$ cat src/hw/rtl/lqnt_pkg.sv
// ----------------------------------------------------------------------------
// lqnt_pkg
// Shared codes, field widths and controller/datapath interface types for the
// link quality neighbor table.
// ----------------------------------------------------------------------------
package lqnt_pkg;

	localparam int ID_W      = 8;
	localparam int SNR_W     = 8;
	localparam int CNT_W8    = 8;
	localparam int KIND_W    = 2;
	localparam int OUTCOME_W = 3;
	localparam int SLOT_W    = 4;
	localparam int FILL_W    = 5;
	localparam int ENTRY_W   = ID_W + SNR_W + CNT_W8;

	// Item kinds.
	localparam logic [KIND_W-1:0] KIND_UPDATE = 2'd0;
	localparam logic [KIND_W-1:0] KIND_READ   = 2'd1;
	localparam logic [KIND_W-1:0] KIND_CLEAR  = 2'd2;

	// Result outcomes.
	localparam logic [OUTCOME_W-1:0] OUT_BAD_ID   = 3'd0;
	localparam logic [OUTCOME_W-1:0] OUT_UPDATED  = 3'd1;
	localparam logic [OUTCOME_W-1:0] OUT_ADDED    = 3'd2;
	localparam logic [OUTCOME_W-1:0] OUT_REPLACED = 3'd3;
	localparam logic [OUTCOME_W-1:0] OUT_DROPPED  = 3'd4;
	localparam logic [OUTCOME_W-1:0] OUT_READ     = 3'd5;
	localparam logic [OUTCOME_W-1:0] OUT_CLEARED  = 3'd6;

	// Reserved node ids.
	localparam logic [ID_W-1:0] ID_NONE  = 8'h00;
	localparam logic [ID_W-1:0] ID_BCAST = 8'hFF;

	localparam logic [CNT_W8-1:0] SAMPLES_MAX = 8'd255;

	// Commands from the controller to the datapath.
	typedef struct packed {
		logic load;      // capture the request fields
		logic scan;      // walk the table, one read per cycle
		logic rd_entry;  // read the entry named by the request index
		logic commit;    // write back, update the fill count, load the result
	} lqnt_cmd_t;

	// Status from the datapath to the controller.
	typedef struct packed {
		logic go_scan;   // incoming request is an update with a usable id
		logic go_read;   // incoming request is an entry read
		logic scan_done; // every held entry has been compared
		logic out_free;  // result register can take a new result
	} lqnt_sts_t;

endpackage

$ cat src/hw/rtl/lqnt_ctrl.sv
// ----------------------------------------------------------------------------
// lqnt_ctrl
// Sequencer for the neighbor table: accepts one request, steers the table
// scan or entry read, and commits the result.
// ----------------------------------------------------------------------------
module lqnt_ctrl (
	input  logic              clk,
	input  logic              arst_n,
	input  logic              req_valid,
	output logic              req_stall,
	input  lqnt_pkg::lqnt_sts_t sts,
	output lqnt_pkg::lqnt_cmd_t cmd
);
	import lqnt_pkg::*;

	localparam logic [1:0] ST_IDLE   = 2'd0;
	localparam logic [1:0] ST_SCAN   = 2'd1;
	localparam logic [1:0] ST_RDISS  = 2'd2;
	localparam logic [1:0] ST_FINISH = 2'd3;

	logic [1:0] state_q;
	logic [1:0] state_d;
	logic       accept;

	assign req_stall = (state_q != ST_IDLE);
	assign accept    = req_valid && (state_q == ST_IDLE);

	always_comb begin
		cmd          = '0;
		cmd.load     = accept;
		cmd.scan     = (state_q == ST_SCAN);
		cmd.rd_entry = (state_q == ST_RDISS);
		cmd.commit   = (state_q == ST_FINISH) && sts.out_free;
	end

	always_comb begin
		state_d = state_q;
		case (state_q)
			ST_IDLE: begin
				if (accept) begin
					if (sts.go_scan)
						state_d = ST_SCAN;
					else if (sts.go_read)
						state_d = ST_RDISS;
					else
						state_d = ST_FINISH;
				end
			end
			ST_SCAN: begin
				if (sts.scan_done)
					state_d = ST_FINISH;
			end
			ST_RDISS: begin
				state_d = ST_FINISH;
			end
			ST_FINISH: begin
				if (sts.out_free)
					state_d = ST_IDLE;
			end
			default: begin
				state_d = ST_IDLE;
			end
		endcase
	end

	always_ff @(posedge clk or negedge arst_n) begin
		if (!arst_n)
			state_q <= ST_IDLE;
		else
			state_q <= state_d;
	end

endmodule

$ cat src/hw/rtl/lqnt_dp.sv
// ----------------------------------------------------------------------------
// lqnt_dp
// Datapath of the neighbor table: entry memory, fill count, scan for a
// matching id and the weakest entry, averaging and the result register.
// ----------------------------------------------------------------------------
module lqnt_dp #(
	parameter int TABLE_DEPTH = 16
) (
	input  logic                                clk,
	input  logic                                arst_n,
	input  lqnt_pkg::lqnt_cmd_t                 cmd,
	output lqnt_pkg::lqnt_sts_t                 sts,
	input  logic [lqnt_pkg::KIND_W-1:0]         kind,
	input  logic [lqnt_pkg::ID_W-1:0]           node_id,
	input  logic signed [lqnt_pkg::SNR_W-1:0]   snr,
	input  logic [lqnt_pkg::SLOT_W-1:0]         entry_index,
	output logic                                rsp_valid,
	input  logic                                rsp_stall,
	output logic [lqnt_pkg::OUTCOME_W-1:0]      outcome,
	output logic [lqnt_pkg::SLOT_W-1:0]         slot,
	output logic                                entry_valid,
	output logic [lqnt_pkg::ID_W-1:0]           entry_id,
	output logic signed [lqnt_pkg::SNR_W-1:0]   entry_snr,
	output logic [lqnt_pkg::CNT_W8-1:0]         entry_samples,
	output logic [lqnt_pkg::FILL_W-1:0]         fill_count
);
	import lqnt_pkg::*;

	localparam int IDX_W = (TABLE_DEPTH > 1) ? $clog2(TABLE_DEPTH) : 1;
	localparam int USE_W = $clog2(TABLE_DEPTH + 1);

	// Entry memory: {id, average snr, sample count}.
	logic [ENTRY_W-1:0] mem_q [TABLE_DEPTH];
	logic [ENTRY_W-1:0] rd_data_q;
	logic               rd_en;
	logic [IDX_W-1:0]   rd_addr;
	logic               wr_en;
	logic [IDX_W-1:0]   wr_addr;
	logic [ENTRY_W-1:0] wr_data;

	logic [USE_W-1:0]   used_q;
	logic [USE_W-1:0]   used_d;

	// Captured request.
	logic [KIND_W-1:0]       kind_q;
	logic [ID_W-1:0]         id_q;
	logic signed [SNR_W-1:0] snr_q;
	logic [SLOT_W-1:0]       idx_q;

	// Scan state.
	logic [USE_W-1:0]        ptr_q;
	logic                    issue;
	logic                    cmp_vld_s1;
	logic [IDX_W-1:0]        cmp_idx_s1;
	logic                    hit_found_q;
	logic [IDX_W-1:0]        hit_idx_q;
	logic signed [SNR_W-1:0] hit_avg_q;
	logic [CNT_W8-1:0]       hit_cnt_q;
	logic signed [SNR_W-1:0] min_avg_q;
	logic [IDX_W-1:0]        min_idx_q;

	logic [ID_W-1:0]         rd_id;
	logic signed [SNR_W-1:0] rd_avg;
	logic [CNT_W8-1:0]       rd_cnt;

	// Result being formed.
	logic [OUTCOME_W-1:0]    res_outcome;
	logic [SLOT_W-1:0]       res_slot;
	logic                    res_valid;
	logic [ID_W-1:0]         res_id;
	logic [SNR_W-1:0]        res_snr;
	logic [CNT_W8-1:0]       res_cnt;

	logic                    bad_id;
	logic                    table_full;
	logic                    rd_in_range;
	logic [9:0]              avg_sum;
	logic [9:0]              avg_adj;
	logic [SNR_W-1:0]        new_avg;
	logic [CNT_W8-1:0]       new_cnt;
	logic                    rsp_valid_q;

	assign rd_id  = rd_data_q[ENTRY_W-1 -: ID_W];
	assign rd_avg = $signed(rd_data_q[CNT_W8 +: SNR_W]);
	assign rd_cnt = rd_data_q[CNT_W8-1:0];

	assign bad_id      = (id_q == ID_NONE) || (id_q == ID_BCAST);
	assign table_full  = (32'(used_q) >= TABLE_DEPTH);
	assign rd_in_range = (32'(idx_q) < 32'(used_q));

	assign issue   = cmd.scan && (ptr_q < used_q);
	assign rd_en   = issue || cmd.rd_entry;
	assign rd_addr = cmd.rd_entry ? IDX_W'(idx_q) : ptr_q[IDX_W-1:0];

	always_comb begin
		sts           = '0;
		sts.go_scan   = (kind == KIND_UPDATE) && (node_id != ID_NONE) &&
		                (node_id != ID_BCAST);
		sts.go_read   = (kind == KIND_READ);
		sts.scan_done = (ptr_q == used_q) && !cmp_vld_s1;
		sts.out_free  = !rsp_valid_q || !rsp_stall;
	end

	// Running average (snr + 3*avg) / 4, quotient truncated toward zero.
	always_comb begin
		avg_sum = {{2{snr_q[SNR_W-1]}}, snr_q} +
		          {hit_avg_q[SNR_W-1], hit_avg_q, 1'b0} +
		          {{2{hit_avg_q[SNR_W-1]}}, hit_avg_q};
		avg_adj = avg_sum + (avg_sum[9] ? 10'd3 : 10'd0);
		new_avg = avg_adj[9:2];
		new_cnt = (hit_cnt_q == SAMPLES_MAX) ? hit_cnt_q : hit_cnt_q + 8'd1;
	end

	always_comb begin
		res_outcome = OUT_BAD_ID;
		res_slot    = '0;
		res_valid   = 1'b0;
		res_id      = '0;
		res_snr     = '0;
		res_cnt     = '0;
		wr_en       = 1'b0;
		wr_addr     = '0;
		used_d      = used_q;
		case (kind_q)
			KIND_UPDATE: begin
				if (bad_id) begin
					res_outcome = OUT_BAD_ID;
				end else if (hit_found_q) begin
					res_outcome = OUT_UPDATED;
					wr_en       = 1'b1;
					wr_addr     = hit_idx_q;
					res_snr     = new_avg;
					res_cnt     = new_cnt;
				end else if (!table_full) begin
					res_outcome = OUT_ADDED;
					wr_en       = 1'b1;
					wr_addr     = used_q[IDX_W-1:0];
					res_snr     = snr_q;
					res_cnt     = 8'd1;
					used_d      = used_q + 1'b1;
				end else if (snr_q > min_avg_q) begin
					res_outcome = OUT_REPLACED;
					wr_en       = 1'b1;
					wr_addr     = min_idx_q;
					res_snr     = snr_q;
					res_cnt     = 8'd1;
				end else begin
					res_outcome = OUT_DROPPED;
				end
				if (wr_en) begin
					res_slot  = SLOT_W'(wr_addr);
					res_valid = 1'b1;
					res_id    = id_q;
				end
			end
			KIND_READ: begin
				res_outcome = OUT_READ;
				if (rd_in_range) begin
					res_valid = 1'b1;
					res_id    = rd_id;
					res_snr   = rd_avg;
					res_cnt   = rd_cnt;
				end
			end
			KIND_CLEAR: begin
				res_outcome = OUT_CLEARED;
				used_d      = '0;
			end
			default: begin
				res_outcome = OUT_BAD_ID;
			end
		endcase
		wr_en = wr_en && cmd.commit;
	end

	assign wr_data = {res_id, res_snr, res_cnt};

	always_ff @(posedge clk) begin
		if (wr_en)
			mem_q[wr_addr] <= wr_data;
		if (rd_en)
			rd_data_q <= mem_q[rd_addr];
	end

	always_ff @(posedge clk) begin
		if (cmd.load) begin
			kind_q <= kind;
			id_q   <= node_id;
			snr_q  <= snr;
			idx_q  <= entry_index;
		end
	end

	// Scan: reads issue one per cycle, and each compare follows in the next cycle.
	always_ff @(posedge clk or negedge arst_n) begin
		if (!arst_n) begin
			ptr_q       <= '0;
			cmp_vld_s1  <= 1'b0;
			hit_found_q <= 1'b0;
		end else if (cmd.load) begin
			ptr_q       <= '0;
			cmp_vld_s1  <= 1'b0;
			hit_found_q <= 1'b0;
		end else begin
			cmp_vld_s1 <= issue;
			if (issue)
				ptr_q <= ptr_q + 1'b1;
			if (cmp_vld_s1 && !hit_found_q && (rd_id == id_q))
				hit_found_q <= 1'b1;
		end
	end

	always_ff @(posedge clk) begin
		if (issue)
			cmp_idx_s1 <= ptr_q[IDX_W-1:0];
		if (cmp_vld_s1) begin
			if (!hit_found_q && (rd_id == id_q)) begin
				hit_idx_q <= cmp_idx_s1;
				hit_avg_q <= rd_avg;
				hit_cnt_q <= rd_cnt;
			end
			if ((cmp_idx_s1 == '0) || (rd_avg < min_avg_q)) begin
				min_avg_q <= rd_avg;
				min_idx_q <= cmp_idx_s1;
			end
		end
	end

	always_ff @(posedge clk or negedge arst_n) begin
		if (!arst_n) begin
			used_q      <= '0;
			rsp_valid_q <= 1'b0;
		end else begin
			if (cmd.commit) begin
				used_q      <= used_d;
				rsp_valid_q <= 1'b1;
			end else if (!rsp_stall) begin
				rsp_valid_q <= 1'b0;
			end
		end
	end

	always_ff @(posedge clk) begin
		if (cmd.commit) begin
			outcome       <= res_outcome;
			slot          <= res_slot;
			entry_valid   <= res_valid;
			entry_id      <= res_id;
			entry_snr     <= res_snr;
			entry_samples <= res_cnt;
			fill_count    <= FILL_W'(used_d);
		end
	end

	assign rsp_valid = rsp_valid_q;

endmodule

$ cat src/hw/rtl/link_quality_neighbor_table.sv
// ----------------------------------------------------------------------------
// link_quality_neighbor_table
// Table of heard radio nodes with a running average SNR and sample count per
// node, supporting sample updates, reads by slot and clearing.
// ----------------------------------------------------------------------------
// The block takes one request at a time on the req channel and answers each
// with exactly one transfer on the rsp channel. An update (kind 0) with a
// usable id walks the held entries through the single read port of the entry
// memory, one entry per cycle, looking for the id and for the weakest entry.
// An update with a reserved id, a clear or an unused kind goes from
// acceptance straight to the commit of its result, while a read by slot
// first reads the addressed entry through the same memory read port and
// then commits. The result sits in an output register, so
// the next request is accepted while an earlier result still waits for the
// consumer; a new result is only held back when that register is still full.
// A known id has its average folded as (snr + 3*avg) / 4 rounded toward zero
// and its sample count saturates at 255. An unknown id is appended while the
// table has room; on a full table it replaces the weakest entry (lowest
// average, first slot on ties) only if its snr is strictly greater. Entries
// are not cleared by reset or by a clear request: only the fill count is,
// and slots at or above the fill count are never reported.
// ----------------------------------------------------------------------------
module link_quality_neighbor_table #(
	parameter int TABLE_DEPTH = 16
) (
	input  logic                                clk,
	input  logic                                arst_n,
	input  logic                                req_valid,
	output logic                                req_stall,
	input  logic [lqnt_pkg::KIND_W-1:0]         kind,
	input  logic [lqnt_pkg::ID_W-1:0]           node_id,
	input  logic signed [lqnt_pkg::SNR_W-1:0]   snr,
	input  logic [lqnt_pkg::SLOT_W-1:0]         entry_index,
	output logic                                rsp_valid,
	input  logic                                rsp_stall,
	output logic [lqnt_pkg::OUTCOME_W-1:0]      outcome,
	output logic [lqnt_pkg::SLOT_W-1:0]         slot,
	output logic                                entry_valid,
	output logic [lqnt_pkg::ID_W-1:0]           entry_id,
	output logic signed [lqnt_pkg::SNR_W-1:0]   entry_snr,
	output logic [lqnt_pkg::CNT_W8-1:0]         entry_samples,
	output logic [lqnt_pkg::FILL_W-1:0]         fill_count
);
	import lqnt_pkg::*;

	lqnt_cmd_t cmd;
	lqnt_sts_t sts;

	// The controller owns sequencing; the datapath owns all storage.
	lqnt_ctrl u_ctrl (
		.clk       (clk),
		.arst_n    (arst_n),
		.req_valid (req_valid),
		.req_stall (req_stall),
		.sts       (sts),
		.cmd       (cmd)
	);

	lqnt_dp #(
		.TABLE_DEPTH (TABLE_DEPTH)
	) u_dp (
		.clk           (clk),
		.arst_n        (arst_n),
		.cmd           (cmd),
		.sts           (sts),
		.kind          (kind),
		.node_id       (node_id),
		.snr           (snr),
		.entry_index   (entry_index),
		.rsp_valid     (rsp_valid),
		.rsp_stall     (rsp_stall),
		.outcome       (outcome),
		.slot          (slot),
		.entry_valid   (entry_valid),
		.entry_id      (entry_id),
		.entry_snr     (entry_snr),
		.entry_samples (entry_samples),
		.fill_count    (fill_count)
	);

	// Once a request is taken, the block is busy for at least the next cycle.
	a_busy_after_accept: assert property (@(posedge clk) disable iff (!arst_n)
		(req_valid && !req_stall) |=> req_stall)
		else $error("request accepted on two consecutive cycles");

	// A freshly added or replacing entry always starts with one sample.
	a_new_entry_one_sample: assert property (@(posedge clk) disable iff (!arst_n)
		(rsp_valid && (outcome == OUT_ADDED || outcome == OUT_REPLACED))
		|-> (entry_valid && entry_samples == 8'd1 && entry_snr == entry_snr))
		else $error("new entry reported without a single sample");

	// Results that touch no entry report no entry.
	a_no_entry_fields: assert property (@(posedge clk) disable iff (!arst_n)
		(rsp_valid && (outcome == OUT_DROPPED || outcome == OUT_CLEARED ||
		outcome == OUT_BAD_ID))
		|-> (!entry_valid && slot == '0 && entry_id == '0 && entry_samples == '0))
		else $error("entry fields set on a result that touches no entry");

endmodule

$ cat config.mk
export PLATFORM = sky130hd
export DESIGN_NAME = link_quality_neighbor_table
export DESIGN_NICKNAME = d
export VERILOG_FILES = /design/src/hw/rtl/lqnt_pkg.sv /design/src/hw/rtl/lqnt_ctrl.sv /design/src/hw/rtl/lqnt_dp.sv /design/src/hw/rtl/link_quality_neighbor_table.sv
export SDC_FILE = /design/constraint.sdc
export NUM_CORES = 1
export LEC_CHECK = 0
export BUFFER_PORTS_ARGS = -buffer_cell sky130_fd_sc_hd__buf_2
export CAP_MARGIN = 25
export CELL_PAD_IN_SITES_DETAIL_PLACEMENT = 0
export CELL_PAD_IN_SITES_GLOBAL_PLACEMENT = 1
export CORE_MARGIN = 2
export CORE_UTILIZATION = 30
export DETAILED_ROUTE_END_ITERATION = 16
export PLACE_DENSITY_LB_ADDON = 0.1
export SETUP_SLACK_MARGIN = 0.15
export SYNTH_ARGS = -nofsm -noshare
export SYNTH_HDL_FRONTEND = slang
export SYNTH_HIERARCHICAL = 1
export SYNTH_SLANG_ARGS = --single-unit
$ cat constraint.sdc
create_clock -name clk -period 5 [get_ports clk]
set_clock_uncertainty 0.15 [all_clocks]
set_input_delay 0.25 -clock clk [delete_from_list [all_inputs] [get_ports clk]]
set_output_delay 0.25 -clock clk [all_outputs]
set_load 0.02 [all_outputs]
# == Word-level counts from Yosys, hierarchy flattened ==
# Memory sizes are Yosys's and may differ from the RTL's. A register that Yosys moved wholly into a read port is not among the register bits.
# Index checks and enable logic that the tools add are counted.
# totals
register_bits,110
ramBits,384
in_bits,26
output_inout_bits,39
memories,1
# classes
add_sub_neg,6
magnitude_cmp,5
n_eq_ne,15
muxes,56
reduce_logical,31
# mem_list
memory,depth,width,rd,rd_clocked_by_memory_dff,wr,line_no,text
u_dp.mem_q,16,24,1,1,1,lqnt_dp.sv:33,logic [ENTRY_W-1:0] mem_q [TABLE_DEPTH];
# op_table
operator,n
8-bit two-way mux,12
8-bit case mux with 2 select lines,3
5-bit two-way mux,5
4-bit two-way mux,6
10-bit adder,2
1-bit two-way mux,17
"8-bit == test, second input constant",2
3-bit two-way mux,4
"5-bit by 1-bit adder with 5-bit output, second input constant",2
8-bit by 9-bit adder with 10-bit output,1
1-bit logical AND,10
2-bit two-way mux,5
5-bit case mux with 2 select lines,1
3-bit case mux with 3 select lines,1
"8-bit by 1-bit adder with 8-bit output, second input constant",1
8-bit == test,1
8-bit > comparator,1
8-bit logical NOT,1
8-bit less-than comparator,1
"8-bit != test, second input constant",1
2-bit case mux with 4 select lines,1
8-bit nonzero test,1
"2-bit by 1-bit == test with 1-bit output, second input constant",3
"2-bit == test, second input constant",3
other kinds (14),28

# == Logic depth before layout (Yosys ltp) ==
# Gate-level depths: netlist of run 1.
# logic_depth
depth_word,10
mapped_depth,14
mapped_depth_nobuf,14

# == By module ==
# The synthesis of run 1 kept the hierarchy.
# by_module_without_submodules
module,instances,cells_each,area_each_um2,seq_area_each_um2
lqnt_dp,1,1147,21086.5,15429.8
lqnt_ctrl,1,23,203.9,50.0

# == Worst setup path after synthesis of run 1 ==
# OpenSTA, ideal clock, no wires.
# synth_timing
path_kind,reg2reg
start,register u_dp.snr_q[1]
end,register u_dp/entry_snr[6] (netlist name) (data pin)
setup_time_ns,0.338
t_arrival_ns,4.746
required_ns,4.512
setup_slack_ns,-0.234
stages_incl_launch_ff,15
period_less_slack_ns,5.234
cell_sequence,edfxtp_1 > fa_1 > ha_1 > fa_1 > a211oi_4 > o31ai_4 > o21a_1 > or2_2 > ha_1 > a21oi_1 > or3b_1 > or4b_4 > nor3_1 > xor2_1 > o21ai_0
# synth_between
elab_chain_len,7
word_cells_on_any_way,10
cone_classes,add/sub: 3; order compare: 1; mux: 6
# synth_rtl
element,line_no,text
start: declaration,lqnt_dp.sv:47,logic signed [SNR_W-1:0] snr_q;
start signal: assignment,lqnt_dp.sv:189,snr_q <= snr;
8-bit by 9-bit adder with 10-bit output,lqnt_dp.sv:106,"avg_sum = {{2{snr_q[SNR_W-1]}}, snr_q} +"
10-bit adder,lqnt_dp.sv:107,"{hit_avg_q[SNR_W-1], hit_avg_q, 1'b0} +"
2-bit two-way mux,lqnt_dp.sv:109,avg_adj = avg_sum + (avg_sum[9] ? 10'd3 : 10'd0);
10-bit adder,lqnt_dp.sv:109,
8-bit two-way mux (*),lqnt_dp.sv:128,end else if (hit_found_q) begin
8-bit two-way mux (*),lqnt_dp.sv:126,if (bad_id) begin
8-bit case mux with 2 select lines (*),lqnt_dp.sv:124,case (kind_q)
via u_dp.res_snr[6],lqnt_dp.sv:71,logic [SNR_W-1:0] res_snr;
end signal: assignment,lqnt_dp.sv:249,entry_snr <= res_snr;
end: declaration,lqnt_dp.sv:23,"output logic signed [lqnt_pkg::SNR_W-1:0] entry_snr,"
# The timed path passes the listed nets; every way through them passes the cells marked *.
# A chain may end at the register's enable or synchronous reset.

# == Worst setup path in the final report of run 1 ==
# layout_timing
start,register u_dp.snr_q[1]
end,memory u_dp/mem_q[6][14] (netlist name) (data pin)
# layout_between
elab_chain_len,7
word_cells_on_any_way,10
cone_classes,add/sub: 3; order compare: 1; mux: 6
# layout_rtl
element,line_no
8-bit by 9-bit adder with 10-bit output,lqnt_dp.sv:106
10-bit adder,lqnt_dp.sv:107
2-bit two-way mux,lqnt_dp.sv:109
10-bit adder,lqnt_dp.sv:109
8-bit two-way mux (*),lqnt_dp.sv:128
8-bit two-way mux (*),lqnt_dp.sv:126
8-bit case mux with 2 select lines (*),lqnt_dp.sv:124
via u_dp.res_snr[6],lqnt_dp.sv:71
end: declaration,lqnt_dp.sv:33
# Marks and branches as above.

==> results.md, run 1 <==
- Across the run, the number of max-cap violations was 0.
- The routed layout has 11400 vias.
- The slack of the worst reg-to-reg path is 0.19 ns.
- TritonCTS built the clock tree.
- The final hold violation count is 0.
- Dividing the detail-routed via count by the number of cells gives 4.85.
- Fill cells in the final layout number 6648.
- The synthesized netlist devotes 5.25% of its cell area to simple gates.
- The source of the worst register-to-register timing path is u_dp/snr_q[1].
- In this run the deepest clock path goes through 3 buffers.
- Entering global routing, the biggest net connects 49 pins.
- Data on the critical path arrives at its endpoint at 5.04 ns.
- The routed design has 57000 µm of wire.
- After clock tree synthesis, the clock-pin slew on the worst setup and hold paths is 0.06 ns.
- The gate count of the mapped netlist is 1170.
- The clock tree root buffer cell is clkbuf_16.
- The half-perimeter wire length after detailed placement is 32700 µm.
- The area overhead of the layout relative to synthesis is 21.1%.
- After synthesis the netlist holds a flip-flop and latch count of 518.
- Along the worst hold path, the cell count comes to 4.
- The worst hold path belongs to the class in -> reg.
- The total DRC errors in the routed layout is 0.
- The synthesized netlist devotes 5.05% of its cell area to compound gates.
- For this run the aggregate overflow at the end of global routing stands at 0.
- After layout, the worst path uses 96.1% of the clock period.
- The peak per-stage delay on the critical path is 0.53 ns.
- The synthesized netlist net count is 1250.
- The worst hold path terminates at u_dp/ptr_q[2].
- In this run the mean area of a mapped cell was 18.2 µm².
- Global routing used 15.7% of the available tracks across all layers.
- The worst register-to-register path ends at u_dp/mem_q[6][14].
- The congestion estimate from routability-driven global placement came to 0.734.
- For the worst-skew pair, the clock arrives at the later sink with an insertion delay of 0.63 ns.
- The overall power of the completed layout is 14.4 mW.
- For this design the top-level I/O count stands at 65.
- The total placed cells including tap cells is 2194.
- The normalized max-slew margin is 25.1%.
- The filler-free cell count of the finished design is 2343.
- The most used flip-flop cell after synthesis is edfxtp_1.
- Measured in cells, the most critical reg-to-reg path has a length of 16.
- The mux share of post-synthesis cell area is 10.8%.
- The path type of the worst setup path is reg -> reg.
- After the last flow step, the layout net total stands at 1433.
- The largest individual stage delay along the critical path comes from the cell or4b_4.
- Static timing analysis puts the maximum clock frequency at 0.208 GHz.
- In the layout the commonest cells are 503 x edfxtp_1, 96 x mux4_2, 84 x nand2_1.
- The number of clock buffers inserted by TritonCTS is 59.
- After detailed routing, the average wire length per cell comes to 24.3 µm.
- The count of buffers inserted at the top-level ports is 64.
- The number of slew-limit violations in the final report is 0.
- After the first detailed-routing iteration, the DRC count stood at 752.
- In this run, synthesis inferred 503 flip-flops with an integrated enable.
- The die is 270 µm tall.
- The adder-cell share of the synthesized area is 3.46%.
- The measured slew at the worst slew-check pin is 1.12 ns.
- The die area is 0.0731 mm².
- The worst hold-check slack is 0.0411 ns.
- The initial core utilization is 30.3%.
- The finished cells cover 0.0258 mm².
- Subtracting the final worst setup slack from the clock period gives 4.81 ns.
- The cell area after synthesis is 0.0213 mm².
- Summed over all cells, the static leakage comes to 8.74 nW.
- The number of global-route vias before repair was 12200.
- The first-pass iteration count of the detailed router is 4.
- The detail route stage leaves a number of antenna-violating nets equal to 0.
- The number of inserted diodes is 0.
- Setup violations remaining at the end of the flow were counted as 0.
- The core area is 0.0701 mm².
- The floorplan row count is 97.
- CTS saw 518 sinks.
- Of the cells placed in the final design, the portion with a size suffix greater than 1 is 27.1%.
- The power density of the placed cells is 557 mW/mm².
- The part of the Yosys area used for sequential elements is 72.7%.
- Summing all placed instances gives a cell area of 0.0234 mm².
- Synthesis instantiated 65 different standard cells from the library.
- The die extent in x is 270 µm.
- The element type at the critical path start is a flip-flop.
- The flow ran to the end, and the final reports show no timing, DRC or antenna violations.
- By area, the combinational part of the netlist is dominated by multiplexers.
- For this run, the share of the core covered by cells in the final layout is 36.8%.
- For this run, asynchronously set or reset flops after synthesis account for 2.90%.
- The leading cell type in the layout, fill and taps excluded is edfxtp_1.
- The critical path endpoint category is a flip-flop.
- The global-route wire length before repair is 84400 µm.
- The number of H-tree branching levels is 2.
- Data on the critical path is required at its endpoint by 5.23 ns.
- The largest fanout of any net on the critical path is 8.
- Setup repair after global routing could not meet its margin everywhere.
- The xor-xnor portion of the synthesized cell area is 1.19%.
- Yosys printed 6 warnings.
- The initial antenna violation count is 0.
- The startpoint of the worst hold path is req_valid.
- The worst voltage drop across the vdd grid is 0.292 mV.
- Traced cell by cell, the critical path runs through fa_1 -> ha_2 -> fa_2 -> a211oi_4 -> o31ai_4 -> o21a_1 -> or2_4 -> ha_4 -> a21oi_2 -> or3b_4 -> or4b_4 -> buf_6 -> nor3_4 -> xor2_2 -> o21ai_4 -> clkbuf_16.
## metrics by stage
step / TNS [ns] / setup slack [ns]
CTS: 0 / 0.156
global route: 0 / 0.0430
finish: 0 / 0.193
global placement: -6.33 / -0.220
detailed placement: -10.93 / -0.365
floorplan: -7.93 / -0.165
## worst max-delay path: cells and delay by family, from the launching register on
kind                     cells  cell delay [ns]
adder cells (fa/ha/maj)      4             1.35
AND/OR/NAND/NOR              4             1.31
AO/OA/AOI/OAI                5             0.77
flip-flops                   1             0.41
buffers and inverters        2             0.35
XOR/XNOR                     1             0.20
## routing by layer
layer / share of wire, % / global-route usage [%]
met1: 46 / 21.5
met2: 48 / 25.9
met3: 2.8 / 2.30
met4: 2.5 / 4.81
met5: 0 / 0
## synth_stat cells (all sizes together), types with 7 or more instances
library cell    n  area, µm²
edfxtp        503      15100
a22oi           8       60.1
fa              8        160
clkbuf         30        113
inv            33        124
xnor2          10       87.6
nand2          84        315
a211oi         26        208
xor2           19        166
ha             46        576
a21o            7       52.6
mux2i           8       80.1
nand4          15       93.8
mux4           96       2160
o21ai          30        154
nand3           8       40.0
nor2           36        135
and2           26        163
nor3           17       85.1
a22o            9       78.8
nor4           10       77.6
a31oi          30        188
buf            16       81.3
dfrtp          15        375
a21oi          15       75.1
## registers in the layout, summed over array words and instances, names as in the netlist, 3 cells and up
signal and flops:
u_dp/hit_idx_q 4, u_dp/entry_id 8, u_dp/min_avg_q 8, u_dp/slot 4, u_dp/idx_q 4, u_dp/min_idx_q 4
u_dp/outcome 3, u_dp/hit_cnt_q 8, u_dp/cmp_idx_s1 4, u_dp/entry_samples 8, u_dp/mem_q 384, u_dp/id_q 8
u_dp/rd_data_q 24, u_dp/fill_count 5, u_dp/hit_avg_q 8, u_dp/used_q 5, u_dp/ptr_q 5, u_dp/snr_q 8
u_dp/entry_snr 8
## final cells by class
| class | instances | area, µm² | area share [%] |
|---|---|---|---|
| multi-input combinational | 573 | 5760 | 22.3 |
| clock inverter | 36 | 267 | 1.03 |
| sequential | 518 | 15500 | 60.0 |
| clock buffer | 75 | 1590 | 6.16 |
| inverter | 33 | 124 | 0.480 |
| timing repair buffer | 168 | 1400 | 5.42 |
| tap | 940 | 1180 | 4.56 |
## where the power goes
| part | switching (mW) | total [mW] | internal [mW] |
|---|---|---|---|
| sequential | 0.278 | 5.83 | 5.55 |
| clock | 1.79 | 4.14 | 2.35 |
| combinational | 2.56 | 4.41 | 1.85 |
| total | 4.62 | 14.4 | 9.75 |
## cell families (layout without fill, tap and decap cells)
logic type | count (synthesis) | in the layout
XOR/XNOR | 29 | 29
AO/OA/AOI/OAI | 154 | 154
multiplexers | 110 | 110
buffers and inverters | 79 | 312
AND/OR/NAND/NOR | 226 | 226
flip-flops | 518 | 518
adder cells (fa/ha/maj) | 54 | 54
## worst max-delay path by stage
stage / start / endpoint / slack [ns]
after global placement: u_dp/snr_q[1] / u_dp/mem_q[5][12] / -0.22
after CTS: u_dp/hit_avg_q[1] / u_dp/mem_q[14][15] / 0.16
after floorplan: u_dp/rsp_valid / u_dp/mem_q[11][0] / -0.17
after global routing: u_dp/snr_q[1] / u_dp/mem_q[6][14] / 0.04
final: u_dp/snr_q[1] / u_dp/mem_q[6][14] / 0.19
after detailed placement: u_dp/snr_q[1] / u_dp/mem_q[6][12] / -0.36
## what timing repair did
action	CTS	global route
hold buffers	25	0
pin swaps	6	3
gates cloned	1	3
endpoints found under the hold margin	39	0
setup buffers	4	3
setup endpoints to repair	68	34
gates resized for setup	11	7
Note: power is estimated with default switching activity, not from simulation.
==> inputs of run 2 (changes only) <==
Settings changed: CORE_UTILIZATION 30 to 40.
==> run 2 against run 1 <==
Routed wire length down 8.5%. Sequential power about the same. Flip-flop and latch count unchanged. Worst hold slack better by 0.16 ns. Utilization up 12 points. Global-route usage up 3.3 points. Die area down 25%. Register-to-register slack better by 0.03 ns. Largest power group unchanged. Highest routed layer unchanged.
==> results.md, run 2 (synthesized netlist as in run 1, its figures left out) <==
- The clock tree root buffer cell is clkbuf_16 (unchanged).
- The total number of vias is 11300 (was 11400).
- The area of all placed cells without fillers was 0.0254 mm² (was 0.0258 mm²).
- The number of nets in the finished design is 1434 (was 1433).
- The number of primary I/O pins is 65 (unchanged).
- The path type of the worst setup path is reg -> reg (unchanged).
- The leading cell type in the layout, fill and taps excluded is edfxtp_1 (unchanged).
- The sum of overflow across all layers after global routing was 0 (unchanged).
- The floorplan row count was 84 (was 97).
- The die boundary height came to 235 µm (was 270 µm).
- The setup-violating endpoint count in the final report is 0 (unchanged).
- The power density of the placed cells is 560 mW/mm² (was 557 mW/mm²).
- Top library cells by usage in the layout, fill and taps aside: 503 x edfxtp_1, 96 x mux4_2, 84 x nand2_1 (unchanged).
- The achievable frequency was 0.209 GHz (was 0.208 GHz).
- The proportion of layout cells with a drive suffix above 1 is 27.6% (was 27.1%).
- The count of buffers inserted at the top-level ports is 64 (unchanged).
- The filler cell count is 4463 (was 6648).
- The proportion of total power due to net switching came to 31.3% (was 32.2%).
- The relative contribution of sequential cells to total power was 40.8% (was 40.5%).
- The post-route antenna net violation count is 0 (unchanged).
- The maximum root-to-sink buffer count is 3 (unchanged).
- The critical path endpoint category was a flip-flop (unchanged).
- The path category of the worst min-delay check is in -> reg (unchanged).
- The net switching component of the power was 4.47 mW (was 4.62 mW).
- The final weighted congestion in routability-driven placement is 0.763 (was 0.734).
- The arrival time at the worst endpoint is 5.00 ns (was 5.04 ns).
- The initial antenna violation count is 0 (unchanged).
- The post-detailed-route via-to-cell ratio was 5.39 (was 4.85).
- The first-pass iteration count of the detailed router is 4 (unchanged).
- The global-route total usage across every layer was 19.0% (was 15.7%).
- The clock sink count is 518 (unchanged).
- The number of clock buffers inserted by TritonCTS was 56 (was 59).
- The core area is 0.0526 mm² (was 0.0701 mm²).
- The final critical-path share of the clock period was 95.6% (was 96.1%).
- The required time of the worst setup path came to 5.21 ns (was 5.23 ns).
- Biggest registers after layout: u_dp/mem_q (384), u_dp/rd_data_q (24) (unchanged).
- The measured slew at the worst slew-check pin is 0.994 ns (was 1.12 ns).
- The largest fanout of any net on the critical path is 8 (unchanged).
- The clock edge transition at the registers on the reported setup and hold paths was 0.06 ns (about the same).
- The post-detailed-placement cell area was 0.0231 mm² (was 0.0234 mm²).
- RSZ-0062 raised after global routing: true (unchanged).
- The number of flip-flops in the largest register was 384 (unchanged).
- The max-cap violation count is 0 (unchanged).
- The normalized max-slew margin is 33.3% (was 25.1%).
- The DRC violation total after the first TritonRoute iteration is 918 (was 752).
- The element type at the critical path start is a flip-flop (unchanged).
- The global-route wire length before repair is 76900 µm (was 84400 µm).
- The static leakage is 8.75 nW (was 8.74 nW).
- The critical-path cell with the highest stage delay is or4b_4 (unchanged).
- The die area came to 0.0551 mm² (was 0.0731 mm²).
- The largest net degree at the start of global routing is 49 (unchanged).
- The top register by number of flip-flops is u_dp/mem_q (unchanged).
- The clock latency reported for the late side of the worst-skew pair is 0.64 ns (was 0.63 ns).
- The number of global-route vias before repair is 11500 (was 12200).
- The clock group share of total power came to 29.0% (was 28.8%).
- The die extent in x was 235 µm (was 270 µm).
- Run status: finished clean (unchanged).
- The logic gate share of total power is 30.2% (was 30.7%).
- The peak per-stage delay on the critical path was 0.53 ns (about the same).
- The minimum clock period came to 4.78 ns (was 4.81 ns).
- Series of cell instances along the critical path: fa_1 -> ha_2 -> fa_2 -> a211oi_4 -> o31ai_4 -> o21a_1 -> or2_4 -> ha_4 -> a21oi_2 -> or3b_4 -> or4b_4 -> nor3_4 -> xor2_2 -> o21ai_4 -> clkbuf_16 (was fa_1 -> ha_2 -> fa_2 -> a211oi_4 -> o31ai_4 -> o21a_1 -> or2_4 -> ha_4 -> a21oi_2 -> or3b_4 -> or4b_4 -> buf_6 -> nor3_4 -> xor2_2 -> o21ai_4 -> clkbuf_16).
- The initial core utilization is 40.5% (was 30.3%).
- The internal power component is 9.79 mW (was 9.75 mW).
- The area overhead of the layout relative to synthesis is 19.5% (was 21.1%).
- The number of H-tree branching levels is 2 (unchanged).
- The total DRC errors in the routed layout is 0 (unchanged).
- The half-perimeter wire length after detailed placement is 30100 µm (was 32700 µm).
- The final hold violation count was 0 (unchanged).
- The worst voltage drop across the vdd grid is 0.377 mV (was 0.292 mV).
- The average detailed-routed wire length per instance is 25.0 µm (was 24.3 µm).
- The number of slew-limit violations in the final report is 0 (unchanged).
- The clock tree from TritonCTS is built (unchanged).
- The routed wire length is 52100 µm (was 57000 µm).
- The number of inserted diodes is 0 (unchanged).
- The overall power of the completed layout came to 14.3 mW (was 14.4 mW).
-- run 2: cell count changes in the layout (fill, tap and decap cells not counted), sizes merged --
cell	previous run	this run
bufinv	2	6
clkbuf	78	68
clkinv	31	29
dlygate4sd3	25	26
buf	140	144
-- run 2: cell type report --
cell class / instances / area (µm²) / area share (%)
tap: 688 / 861 / 3.38
inverter: 33 / 124 / 0.487
timing repair buffer: 172 / 1380 / 5.44
sequential: 518 / 15500 / 60.8
clock buffer: 66 / 1450 / 5.69
clock inverter: 38 / 395 / 1.55
multi-input combinational: 573 / 5750 / 22.6
-- run 2: what timing repair did --
action,4_1_cts,5_1_grt
gates cloned,0,2
pin swaps,2,6
hold buffers,26,0
setup buffers,2,5
gates resized for setup,7,10
endpoints found under the hold margin,41,0
setup endpoints to repair,68,68
-- run 2: worst paths after layout --
path | startpoint | to | slack (ns) | depth (start not counted)
hold reg to reg | u_dp/rd_data_q[2] | u_dp/hit_cnt_q[2] | 0.30 | 0
setup reg to reg | u_dp/snr_q[1] | u_dp/mem_q[4][14] | 0.22 | 15
hold / removal | snr[5] | u_dp/snr_q[5] | 0.20 | 2
min in group asynchronous | arst_n | u_dp/ptr_q[2] | 0.68 | 3
max in group asynchronous | arst_n | u_dp/ptr_q[0] | 3.52 | 3
setup / recovery | u_dp/snr_q[1] | u_dp/mem_q[4][14] | 0.22 | 15
-- run 2: critical path, delay by kind of cell, from the launching register on --
family          cells  cell delay (ns)
compound gates      5             0.78
simple gates        4             1.40
flops               1             0.42
buf+inv             1             0.21
fa+ha+maj           4             1.35
xor+xnor            1             0.20
-- run 2: power groups by stage --
stage | combinational [mW] | clock (mW) | sequential, mW
global route | 4.68 | 4.41 | 5.87
finish | 4.30 | 4.14 | 5.82
detailed placement | 4.26 | 0 | 5.92
CTS | 4.32 | 4.25 | 5.83
floorplan | 2.64 | 0 | 5.95
global placement | 4.20 | 0 | 5.91
-- run 2: per-layer routing --
metal  wire length [µm]  GRT usage (%)  vias to the layer above
met3               2160           3.15                       51
met5                  0              0                        -
met4                772           4.12                        0
met1              23400           26.5                     5927
met2              25800           31.5                      220
li1                   -              -                     5065
-- run 2: stage by stage --
| step | hold slack [ns] | util [%] | worst slack [ns] | instances | setup TNS, ns |
|---|---|---|---|---|---|
| 2_1_floorplan | -0.196 | - | -0.165 | 1170 | -7.93 |
| 3_3_place_gp | 0.0572 | 43.8 | -0.274 | 1941 | -11.35 |
| 3_5_place_dp | 0.0577 | 43.9 | -0.401 | 1943 | -15.47 |
| 4_1_cts | 0.157 | 48.0 | 0.161 | 2075 | 0 |
| 5_1_grt | 0.188 | 48.4 | 0.0594 | 2088 | 0 |
| 6_report | 0.198 | 48.4 | 0.219 | 2088 | 0 |
==> inputs of run 3 (changes only) <==
Settings changed: CORE_ASPECT_RATIO set to 0.75, CORE_UTILIZATION 40 to 49, PLACE_DENSITY set to 0.8, PLACE_DENSITY_LB_ADDON 0.1 to not set.
==> run 3 against run 2 <==
Combinational power shrank 4%. Routed wire length decreased by 4.7%. Utilization grew 9.1 points. Total power is 4.4% lower. Largest power group unchanged.
==> results.md, run 3 (synthesized netlist as in run 1, its figures left out) <==
- Run status: finished clean (unchanged).
- The number of global-route vias before repair is 11500 (about the same).
- The minimum clock period is 4.79 ns (was 4.78 ns).
- Top library cells by usage in the layout, fill and taps aside: 503 x edfxtp_1, 96 x mux4_2, 84 x nand2_1 (unchanged).
- The end-of-flow core utilization is 57.6% (was 48.4%).
- The global-route wire length before repair came to 73300 µm (was 76900 µm).
- The routed wire length is 49700 µm (was 52100 µm).
- The source of the worst register-to-register timing path is u_dp/hit_avg_q[1] (was u_dp/snr_q[1]).
- The total DRC errors in the routed layout was 0 (unchanged).
- The post-route antenna net violation count came to 0 (unchanged).
- Biggest registers after layout: u_dp/mem_q (384), u_dp/rd_data_q (24) (unchanged).
- The average detailed-routed wire length per instance was 25.5 µm (was 25.0 µm).
- The worst voltage drop across the vdd grid is 0.385 mV (was 0.377 mV).
- The number of clock buffers inserted by TritonCTS is 48 (was 56).
- The die area is 0.0452 mm² (was 0.0551 mm²).
- The arrival time at the worst endpoint is 4.97 ns (was 5.00 ns).
- The top register by number of flip-flops is u_dp/mem_q (unchanged).
- The leading cell type in the layout, fill and taps excluded is edfxtp_1 (unchanged).
- The clock tree root buffer cell is clkbuf_16 (unchanged).
- The logic gate share of total power was 30.3% (was 30.2%).
- The post-detailed-route via-to-cell ratio is 5.97 (was 5.39).
- The number of instances on the worst hold path was 4 (was 2).
- The initial core utilization was 49.4% (was 40.5%).
- The final hold violation count is 0 (unchanged).
- The maximum root-to-sink buffer count is 3 (unchanged).
- The number of primary I/O pins came to 65 (unchanged).
- The path category of the worst min-delay check is in -> reg (unchanged).
- The sum of overflow across all layers after global routing is 0 (unchanged).
- The required time of the worst setup path is 5.17 ns (was 5.21 ns).
- The final weighted congestion in routability-driven placement is 0.880 (was 0.763).
- The launching element of the worst setup path is u_dp/hit_avg_q[1] (was u_dp/snr_q[1]).
- RSZ-0062 raised after global routing: true (unchanged).
- The DRC violation total after the first TritonRoute iteration came to 1192 (was 918).
- The floorplan row count is 66 (was 84).
- The clock sink count is 518 (unchanged).
- The die extent in x came to 245 µm (was 235 µm).
- The post-detailed-placement cell area is 0.0228 mm² (was 0.0231 mm²).
- The startpoint of the worst hold path is req_valid (was snr[5]).
- The clock tree from TritonCTS is built (unchanged).
- The initial antenna violation count is 0 (unchanged).
- The half-perimeter wire length after detailed placement is 28400 µm (was 30100 µm).
- The setup slack of the critical path after layout is 0.206 ns (was 0.219 ns).
- The relative contribution of sequential cells to total power is 42.9% (was 40.8%).
- The worst hold-check slack is 0.0531 ns (was 0.198 ns).
- The number of nets in the finished design came to 1407 (was 1434).
- The power density of the placed cells is 549 mW/mm² (was 560 mW/mm²).
- The proportion of layout cells with a drive suffix above 1 is 25.6% (was 27.6%).
- The reg-to-reg critical path endpoint is u_dp/mem_q[7][15] (was u_dp/mem_q[4][14]).
- The filler-free cell count of the finished design is 1945 (was 2088).
- The die boundary height is 185 µm (was 235 µm).
- The largest net degree at the start of global routing is 51 (was 49).
- The first-pass iteration count of the detailed router is 5 (was 4).
- The end point of the most critical hold path is u_dp/ptr_q[0] (was u_dp/snr_q[5]).
- The number of slew-limit violations in the final report is 0 (unchanged).
- The critical path endpoint category is a flip-flop (unchanged).
- The net switching component of the power is 4.30 mW (was 4.47 mW).
- The achievable frequency is 0.209 GHz (about the same).
- The largest fanout of any net on the critical path is 8 (unchanged).
- The count of buffers inserted at the top-level ports is 64 (unchanged).
- The number of H-tree branching levels was 2 (unchanged).
- The number of inserted diodes is 0 (unchanged).
- The total number of vias is 11600 (was 11300).
- The slack of the worst reg-to-reg path is 0.21 ns (was 0.22 ns).
- The core area came to 0.0431 mm² (was 0.0526 mm²).
- The element type at the critical path start is a flip-flop (unchanged).
- The clock edge transition at the registers on the reported setup and hold paths is 0.06 ns (about the same).
- The proportion of total power due to net switching is 31.6% (was 31.3%).
- The max-cap violation count is 0 (unchanged).
- The normalized max-slew margin is 29.4% (was 33.3%).
- The measured slew at the worst slew-check pin is 1.05 ns (was 0.994 ns).
- The path type of the worst setup path was reg -> reg (unchanged).
- The post-placement worst setup slack is -0.382 ns (was -0.401 ns).
- The static leakage was 8.47 nW (was 8.75 nW).
- The setup-violating endpoint count in the final report is 0 (unchanged).
- The total placed cells including tap cells came to 1821 (was 1943).
- The clock latency reported for the late side of the worst-skew pair is 0.60 ns (was 0.64 ns).
- The global-route total usage across every layer came to 22.3% (was 19.0%).
- The internal power component is 9.32 mW (was 9.79 mW).
- The area overhead of the layout relative to synthesis is 16.5% (was 19.5%).
- The number of cell instances on the worst register-to-register path is 15 (unchanged).
- The clock group share of total power is 26.8% (was 29.0%).
- The number of flip-flops in the largest register is 384 (unchanged).
- The area of all placed cells without fillers is 0.0248 mm² (was 0.0254 mm²).
- The final critical-path share of the clock period is 95.9% (was 95.6%).
run 3: cell count changes in the layout (fill, tap and decap cells not counted), moves of 3 or more:
cell,before,now
buf_4,69,53
clkinv_2,19,9
clkbuf_16,58,49
clkinvlp_4,1,6
o21ai_0,16,19
o21ai_1,10,7
run 3: worst max path at each step:
stage / end / slack [ns] / cells after the start
6_report: u_dp/mem_q[7][15] / 0.21 / 15
3_3_place_gp: u_dp/entry_snr[5] / -0.20 / 14
4_1_cts: u_dp/mem_q[6][15] / 0.16 / 15
2_1_floorplan: u_dp/mem_q[11][0] / -0.17 / 5
3_5_place_dp: u_dp/mem_q[13][13] / -0.38 / 14
5_1_grt: u_dp/mem_q[7][15] / 0.08 / 15
run 3: critical path: stages, from the launching register on:
cell	delay, ns
edfxtp_1	0.42
fa_1	0.52
ha_2	0.21
fa_2	0.38
a211oi_4	0.31
o31ai_4	0.11
o21a_1	0.21
or2_4	0.25
ha_4	0.27
a21oi_2	0.05
or3b_1	0.39
or4b_4	0.52
nor4_4	0.27
xnor2_2	0.17
o21ai_4	0.12
clkbuf_16	0.20
run 3: cell type report:
cell class | count | area [µm²]
Fill cell | 3247 | 18300
Sequential cell | 518 | 15500
Multi-Input combinational cell | 573 | 5720
Clock buffer | 56 | 1230
Timing Repair Buffer | 153 | 1180
Tap cell | 578 | 723
Clock inverter | 34 | 344
Inverter | 33 | 124
run 3: timing repair:
action | CTS | global route
resized for setup | 11 | 2
buffers inserted | 1 | 4
hold buffers | 25 | 0
setup endpoints to repair | 68 | 67
gates cloned | 1 | 0
hold endpoints to repair | 38 | 0
pin swaps | 7 | 4
run 3: power groups by stage:
stage                     Sequential [mW]  Clock, mW  Combinational (mW)
after floorplan                      5.95          0                2.64
after global placement               5.92          0                3.95
after detailed placement             5.93          0                4.02
after CTS                            5.84       3.71                4.10
after global routing                 5.88       3.89                4.45
final                                5.84       3.65                4.13
run 3: per-stage QoR:
| stage | total power [mW] | setup TNS, ns |
|---|---|---|
| 6_report | 13.6 | 0 |
| 2_1_floorplan | 8.59 | -7.93 |
| 3_3_place_gp | 9.87 | -5.86 |
| 5_1_grt | 14.2 | 0 |
| 3_5_place_dp | 9.95 | -12.07 |
| 4_1_cts | 13.7 | 0 |
run 3: routing by layer:
layer  GRT usage (%)  vias to the layer above  wire [µm]
met3            4.21                       88       4190
met1            32.0                     6018      20600
li1                -                     5006          -
met2            35.0                      497      23500
met4            6.85                        0       1390
met5               0                        -          0
